**src/rtl/wfs_pkg.sv**
```systemverilog
`timescale 1ns / 1ps
package wfs_pkg;

    localparam int COORD_W   = 32;
    localparam int CFG_W     = 31;
    localparam int CMD_W     = 2;
    localparam int ST_W      = 3;
    localparam int IDX_OUT_W = 7;
    localparam int CFG_IDX_W = 2;

    localparam int PATH_DEPTH_DEF = 64;

    // arithmetic widths
    localparam int AD_W    = 32;   // |waypoint - position|
    localparam int DSQ_W   = 66;   // sum of three squares
    localparam int ROOT_W  = 34;   // floor(sqrt(dsq))
    localparam int OP_W    = 34;   // multiplier operand
    localparam int PROD_W  = 2 * OP_W;
    localparam int SQ_REM_W = 38;
    localparam int STEP_HI = 2 * CFG_W - 1;
    localparam int STEP_W  = STEP_HI - 16 + 1;
    localparam int ITER_N  = 34;   // iterations of square root and divide
    localparam int ITER_CW = 6;

    localparam logic [CMD_W-1:0] CMD_CLEAR  = 2'd0;
    localparam logic [CMD_W-1:0] CMD_APPEND = 2'd1;
    localparam logic [CMD_W-1:0] CMD_TICK   = 2'd2;

    localparam logic [ST_W-1:0] ST_NO_PATH  = 3'd0;
    localparam logic [ST_W-1:0] ST_MOVED    = 3'd1;
    localparam logic [ST_W-1:0] ST_REACHED  = 3'd2;
    localparam logic [ST_W-1:0] ST_FINISHED = 3'd3;
    localparam logic [ST_W-1:0] ST_STORED   = 3'd4;
    localparam logic [ST_W-1:0] ST_FULL     = 3'd5;
    localparam logic [ST_W-1:0] ST_CLEARED  = 3'd6;

    localparam logic [CFG_IDX_W-1:0] REG_RADIUS = 2'd0;
    localparam logic [CFG_IDX_W-1:0] REG_SPEED  = 2'd1;
    localparam logic [CFG_IDX_W-1:0] REG_TICK   = 2'd2;

    localparam logic [CFG_W-1:0] RADIUS_RST = 31'd65536;
    localparam logic [CFG_W-1:0] SPEED_RST  = 31'd65536;
    localparam logic [CFG_W-1:0] TICK_RST   = 31'd1092;

    localparam logic [1:0] MUL_SQ   = 2'd0;
    localparam logic [1:0] MUL_R2   = 2'd1;
    localparam logic [1:0] MUL_STEP = 2'd2;
    localparam logic [1:0] MUL_MOVE = 2'd3;

    typedef struct packed {
        logic            load_in;
        logic            rd_wp;
        logic            lat_diff;
        logic            mul_en;
        logic [1:0]      mul_sel;
        logic            acc_en;
        logic            k_rst;
        logic            k_inc;
        logic            sqrt_start;
        logic            clamp_en;
        logic            div_start;
        logic            div_store;
        logic            do_clear;
        logic            do_append;
        logic            idx_inc;
        logic            st_en;
        logic [ST_W-1:0] st_val;
        logic            out_load;
    } t_cmd;

    typedef struct packed {
        logic [CMD_W-1:0] cmd;
        logic             has_path;
        logic             full;
        logic             idx_ge_cnt;
        logic             reached;
        logic             last;
        logic             k_last;
        logic             sqrt_busy;
        logic             div_busy;
        logic             out_busy;
    } t_sts;

endpackage

```
**src/rtl/wfs_ctrl.sv**
```systemverilog
`timescale 1ns / 1ps
module wfs_ctrl import wfs_pkg::*; (
    input  logic i_clk,
    input  logic i_rst_n,
    input  logic i_valid,
    output logic o_ready,
    input  t_sts i_sts,
    output t_cmd o_cmd
);

    localparam logic [3:0] S_IDLE = 4'd0;
    localparam logic [3:0] S_DEC  = 4'd1;
    localparam logic [3:0] S_DIFF = 4'd2;
    localparam logic [3:0] S_MSQ  = 4'd3;
    localparam logic [3:0] S_ACC  = 4'd4;
    localparam logic [3:0] S_MR2  = 4'd5;
    localparam logic [3:0] S_CMP  = 4'd6;
    localparam logic [3:0] S_STEP = 4'd7;
    localparam logic [3:0] S_SQW  = 4'd8;
    localparam logic [3:0] S_MMV  = 4'd9;
    localparam logic [3:0] S_DIVS = 4'd10;
    localparam logic [3:0] S_DIVW = 4'd11;
    localparam logic [3:0] S_OUT  = 4'd12;

    logic [3:0] r_state;
    logic [3:0] n_state;

    always_ff @(posedge i_clk) begin
        if (!i_rst_n) r_state <= S_IDLE;
        else          r_state <= n_state;
    end

    assign o_ready = (r_state == S_IDLE);

    always_comb begin
        n_state = r_state;
        o_cmd   = '0;
        unique case (r_state)
            S_IDLE: begin
                if (i_valid) begin
                    o_cmd.load_in = 1'b1;
                    n_state = S_DEC;
                end
            end
            S_DEC: begin
                n_state      = S_OUT;
                o_cmd.st_en  = 1'b1;
                o_cmd.st_val = ST_NO_PATH;
                if (i_sts.cmd == CMD_CLEAR) begin
                    o_cmd.do_clear = 1'b1;
                    o_cmd.st_val   = ST_CLEARED;
                end else if (i_sts.cmd == CMD_APPEND) begin
                    o_cmd.do_append = !i_sts.full;
                    o_cmd.st_val    = i_sts.full ? ST_FULL : ST_STORED;
                end else if (i_sts.cmd == CMD_TICK && i_sts.has_path) begin
                    if (i_sts.idx_ge_cnt) begin
                        o_cmd.do_clear = 1'b1;
                        o_cmd.st_val   = ST_FINISHED;
                    end else begin
                        o_cmd.st_en = 1'b0;
                        o_cmd.rd_wp = 1'b1;
                        o_cmd.k_rst = 1'b1;
                        n_state     = S_DIFF;
                    end
                end
            end
            S_DIFF: begin
                o_cmd.lat_diff = 1'b1;
                n_state = S_MSQ;
            end
            S_MSQ: begin
                o_cmd.mul_en  = 1'b1;
                o_cmd.mul_sel = MUL_SQ;
                n_state = S_ACC;
            end
            S_ACC: begin
                o_cmd.acc_en = 1'b1;
                if (i_sts.k_last) begin
                    n_state = S_MR2;
                end else begin
                    o_cmd.k_inc = 1'b1;
                    n_state = S_MSQ;
                end
            end
            S_MR2: begin
                o_cmd.mul_en  = 1'b1;
                o_cmd.mul_sel = MUL_R2;
                n_state = S_CMP;
            end
            S_CMP: begin
                if (i_sts.reached) begin
                    o_cmd.idx_inc  = 1'b1;
                    o_cmd.do_clear = i_sts.last;
                    o_cmd.st_en    = 1'b1;
                    o_cmd.st_val   = i_sts.last ? ST_FINISHED : ST_REACHED;
                    n_state = S_OUT;
                end else begin
                    o_cmd.sqrt_start = 1'b1;
                    n_state = S_STEP;
                end
            end
            S_STEP: begin
                o_cmd.mul_en  = 1'b1;
                o_cmd.mul_sel = MUL_STEP;
                n_state = S_SQW;
            end
            S_SQW: begin
                if (!i_sts.sqrt_busy) begin
                    o_cmd.clamp_en = 1'b1;
                    o_cmd.k_rst    = 1'b1;
                    n_state = S_MMV;
                end
            end
            S_MMV: begin
                o_cmd.mul_en  = 1'b1;
                o_cmd.mul_sel = MUL_MOVE;
                n_state = S_DIVS;
            end
            S_DIVS: begin
                o_cmd.div_start = 1'b1;
                n_state = S_DIVW;
            end
            S_DIVW: begin
                if (!i_sts.div_busy) begin
                    o_cmd.div_store = 1'b1;
                    if (i_sts.k_last) begin
                        o_cmd.st_en  = 1'b1;
                        o_cmd.st_val = ST_MOVED;
                        n_state = S_OUT;
                    end else begin
                        o_cmd.k_inc = 1'b1;
                        n_state = S_MMV;
                    end
                end
            end
            S_OUT: begin
                if (!i_sts.out_busy) begin
                    o_cmd.out_load = 1'b1;
                    n_state = S_IDLE;
                end
            end
            default: n_state = S_IDLE;
        endcase
    end

endmodule

```
**config.mk**
```make
export PLATFORM = sky130hd
export DESIGN_NAME = wfs_ctrl
export DESIGN_NICKNAME = d
export VERILOG_FILES = /design/src/rtl/wfs_pkg.sv /design/src/rtl/wfs_ctrl.sv
export SDC_FILE = /design/constraint.sdc
export NUM_CORES = 1
export LEC_CHECK = 0
export BUFFER_PORTS_ARGS = -buffer_cell sky130_fd_sc_hd__buf_2
export CAP_MARGIN = 30
export CORE_ASPECT_RATIO = 0.75
export CORE_MARGIN = 4
export CORE_UTILIZATION = 28
export DETAILED_ROUTE_END_ITERATION = 8
export PLACE_DENSITY_LB_ADDON = 0.12
export SYNTH_ARGS = -nofsm -noshare
export SYNTH_HDL_FRONTEND = slang
export SYNTH_SLANG_ARGS = --single-unit
```
**constraint.sdc**
```tcl
create_clock -name i_clk -period 3.7 [get_ports i_clk]
set_input_delay 0 -clock i_clk [delete_from_list [all_inputs] [get_ports i_clk]]
set_output_delay 0 -clock i_clk [all_outputs]
set_load 0.01 [all_outputs]
```
**After elaboration in Yosys (flattened, before gate mapping)**

Index checks and enable logic that the tools add are counted.

- Flip-flop bits (word level): 4
- Input port bits: 14
- Output and inout port bits: 22
- Word-level logic and storage cells: 81

- Eq/ne operators: 18
- Multiplexer cells: 57
- Reductions and logical operators: 5

Operators with widths:

| kind | number |
|---|---|
| 4-bit one-hot mux with 13 select lines | 1 |
| 4-bit 2-to-1 mux | 12 |
| 1-bit 2-to-1 mux | 33 |
| 4-bit equality test (second input constant) | 5 |
| 4-bit by 3-bit equality test with 1-bit output (second input constant) | 4 |
| 3-bit 2-to-1 mux | 4 |
| 3-bit one-hot mux with 4 select lines | 1 |
| 4-bit one-hot mux with 3 select lines | 1 |
| 4-bit by 2-bit equality test with 1-bit output (second input constant) | 2 |
| 2-bit != test (second input constant) | 4 |
| 1-bit one-hot mux with 2 select lines | 3 |
| 5-bit 2-to-1 mux | 1 |
| 4-bit by 1-bit equality test with 1-bit output (second input constant) | 1 |
| 4-bit zero test | 1 |
| 4-bit AND reduction | 1 |
| 2-bit by 1-bit equality test with 1-bit output (second input constant) | 1 |
| 2-bit equality test (second input constant) | 1 |
| 2-bit zero test | 1 |
| 2-bit 2-to-1 mux | 1 |
| 1-bit logical AND | 1 |
| 1-bit zero test | 1 |

**Logic depth before layout (Yosys ltp)**

- Depth in word-level cells: 6
- Depth in mapped cells: 6
- Mapped depth without buffers: 5

**Worst setup path before layout**

OpenSTA, ideal clock, no wires.

- Path kind: register to register
- Start point: register r_state[0]
- End point: register r_state[3]
- Setup time: 0.139 ns
- Arrival time: 1.391 ns
- Data required time: 3.561 ns
- Path slack: 2.170 ns
- Stages on the path, launching flop included: 6
- Buffers on the path: 1
- Clock period less this slack: 1.530 ns
- Path through: dfxtp_1 -> buf_2 -> nor4_1 -> a21boi_0 -> o2111ai_1 -> a31oi_1

- Word-level cells in the longest chain between the ends: 3
- Elaborated cells between the ends (all ways): 19
- Those cells by class: eq/ne: 16; mux: 1; reduce/logical: 2

RTL lines:

| what | RTL line | RTL |
|---|---|---|
| start: declaration | wfs_ctrl.sv:25 | `logic [3:0] r_state;` |
| start signal: assignment | wfs_ctrl.sv:30 | `else r_state <= n_state;` |
| 4-bit zero test * | -- |  |
| via o_ready | wfs_ctrl.sv:6 | `output logic o_ready,` |
| 2-bit != test (no source line) | -- |  |
| 4-bit AND reduction (no source line) | -- |  |

Mark *: on every way through the listed nets, which the timed path passes. The rest lies on a longest branch.
A chain may end at the register's enable or synchronous reset.

==> results.sh <==
export IMPL_critPathCaptureType="output port"
export IMPL_clockRootBuffer="clkbuf_4"
export IMPL_grt_pass1_wl_mm=3.194
export IMPL_place_inst=147
export IMPL_power_leakage_nw=0.3888
export IMPL_worst_hold_slack_ns=0.04721
export IMPL_wl_per_cell_um=12.89
export IMPL_max_flop_register="r_state"
export IMPL_synth_async_reset_ratio_pct=0
export IMPL_final_cells=150
export IMPL_synth_common_cells="15 x nor2_1, 9 x nand2_1, 7 x inv_1"
export IMPL_hold_violations=0
export IMPL_timing_rr_end="r_state[3]"
export IMPL_ys_warn_count=0
export IMPL_routed_via_density=5.253
export IMPL_synth_edf_count=0
export IMPL_cts_resized=0
export IMPL_yosys_area_top_type="dfxtp_1"
export IMPL_start_util_pct=29.74
export IMPL_cts_tree="yes"
export IMPL_syn_inst=95
export IMPL_critPathLaunchType="flop"
export IMPL_min_from="i_rst_n"
export IMPL_hold_path_end="r_state[0]"
export IMPL_layout_nets=142
export IMPL_fp_dieW_um=61.65
export IMPL_overflow=0
export IMPL_gp_congestion=0.8056
export IMPL_vias=788
export IMPL_ir_worst_vdd_uv=313.2
export IMPL_netlist_area_um2=604.3
export IMPL_largest_register_ffs=4
export IMPL_synth_seq_cells=4
export IMPL_io_buffers=35
export IMPL_cp_max_fo=18
export IMPL_cts_buffer_depth=2
export IMPL_maxCapViolCount=0
export IMPL_hp_class="primary input to flop"
export IMPL_outcome="finished, final reports clean"
export IMPL_rrSetupSlack_ns=2.01
export IMPL_drive_gt1_share_pct=31.75
export IMPL_postCtsHoldBufs=0
export IMPL_io_pins=36
export IMPL_numCtsBuffers=3
export IMPL_fmax_ghz=0.5072
export IMPL_antenna_found_initial=0
export IMPL_synth_area_per_cell_um2=6.361
export IMPL_finalSetupViolations=0
export IMPL_rsz0062_at_grt="no"
export IMPL_reg2reg_from="r_state[0]"
export IMPL_synth_distinct_cells=39
export IMPL_grt_pass1_vias=682
export IMPL_drv_slew=0
export IMPL_cp_startpoint="r_state[0]"
export IMPL_final_util_pct=39.04
export IMPL_fin_setup_tns_ns=0
export IMPL_r2r_cells=4
export IMPL_synth_area_top_cells="dfxtp_1 13%, nor2_1 9.3%, o211ai_1 6.2%"
export IMPL_whs_path_depth=3
export IMPL_fin_worst_skew_ns=0.003177
export IMPL_largestRegisters="r_state: 4 flops"
export IMPL_numClockSinks=4
export IMPL_critical_path_arrival_ns=1.97
export IMPL_first_pass_iters=4
export IMPL_clk_latency_ns=0.23
export IMPL_synth_most_common_cell="nor2_1"
export IMPL_core_um2=2032
export IMPL_power_total_uw=525.8
export IMPL_ys_flop_type="dfxtp_1"
export IMPL_clkTransAtPathRegs_ns=0.03
export IMPL_drtIter0Drc=13
export IMPL_dieArea_um2=2973
export IMPL_num_antenna_cells=0
export IMPL_synthesis_nets=109
export IMPL_grt_max_degree=20
export IMPL_worstSetupPathType="flop to output port"
export IMPL_synth_seq_area_share_pct=13.25
export IMPL_ant_nets=0
export IMPL_worstMarginPinSlew_ns=0.5877
export IMPL_required_ns=3.70
export IMPL_grt_usage_pct=14.07
export IMPL_post_route_drc_count=0
export IMPL_fin_crit_ns=1.971
export IMPL_die_h_um=48.24
export IMPL_num_rows=14
export IMPL_post_dp_hpwl_mm=1.529
export IMPL_htree_num_levels=1
export IMPL_syn_to_final_growth_pct=31.26
export IMPL_powerDensity_nw_per_um2=662.9
export IMPL_finalCritPeriodShare_pct=53.28
export IMPL_totalWireLength_mm=1.933
export IMPL_postCtsSetupRepairBufs=0
export IMPL_synth_top_area_share_pct=13.25
export IMPL_slew_headroom_pct=60.76
==> per-layer routing <==
metal / global-route usage (%) / wire, µm / part of all wire (%)
met1: 21.81 / 974 / 50
met2: 20.25 / 861 / 45
met3: 3.968 / 97 / 5.0
met4: 0 / 0 / 0
met5: 0 / 0 / 0
==> report_power, final <==
| part | internal [mW] | switching (mW) | leakage (nW) |
|---|---|---|---|
| Clock | 0.0362 | 0.0165 | 0.0138 |
| Sequential | 0.0617 | 0.0773 | 0.0330 |
| Combinational | 0.150 | 0.184 | 0.342 |
==> cells by family after synthesis <==
logic type / count (synthesis) / synth area share, %
AO/OA/AOI/OAI: 24 / 27.54
XOR/XNOR: 1 / 1.450
AND/OR/NAND/NOR: 52 / 47.00
flip-flops: 4 / 13.25
buffers and inverters: 14 / 10.77
==> critical path, stage by stage (launching register included) <==
cell	delay (ns)
dfxtp_1	0.68
nand2b_4	0.11
or3_1	0.43
a211o_1	0.33
nand2_1	0.07
buf_2	0.12
==> worst max path at each step <==
stage                 end  cells past startpoint
2_1_floorplan  r_state[3]                      5
3_3_place_gp     o_cmd[2]                      5
3_5_place_dp     o_cmd[2]                      5
4_1_cts          o_cmd[2]                      5
5_1_grt          o_cmd[6]                      4
6_report         o_cmd[7]                      5
==> cell usage in the layout, fill, tap and decap left out, types with 2 or more instances in the layout <==
cell type | netlist | final
nor2_1 | 15 | 15
buf_2 | 4 | 35
o211ai_1 | 5 | 5
nand2b_1 | 3 | 3
or3_1 | 2 | 2
dfxtp_1 | 4 | 4
a31oi_1 | 2 | 2
nor3_1 | 4 | 4
nand2_1 | 9 | 9
clkbuf_4 | 0 | 3
nor2b_1 | 3 | 3
inv_1 | 7 | 7
a21oi_1 | 6 | 6
nand4_1 | 2 | 2
nor4_1 | 3 | 3
==> final cells by class <==
cell class / count / area, µm²
timing repair buffer: 35 / 175.2
inverter: 7 / 26.28
sequential: 4 / 80.08
tap: 24 / 30.03
clock buffer: 3 / 22.52
multi-input combinational: 77 / 459.2
fill: 227 / 1239
==> stage by stage <==
step | setup slack, ns | area, µm²
after floorplan | 2.170 | 604.3
after global placement | 1.950 | 770.7
after detailed placement | 1.974 | 770.7
after CTS | 1.732 | 793.3
after global routing | 1.524 | 793.3
final | 1.729 | 793.3
Power figures use the tool's default switching activity.
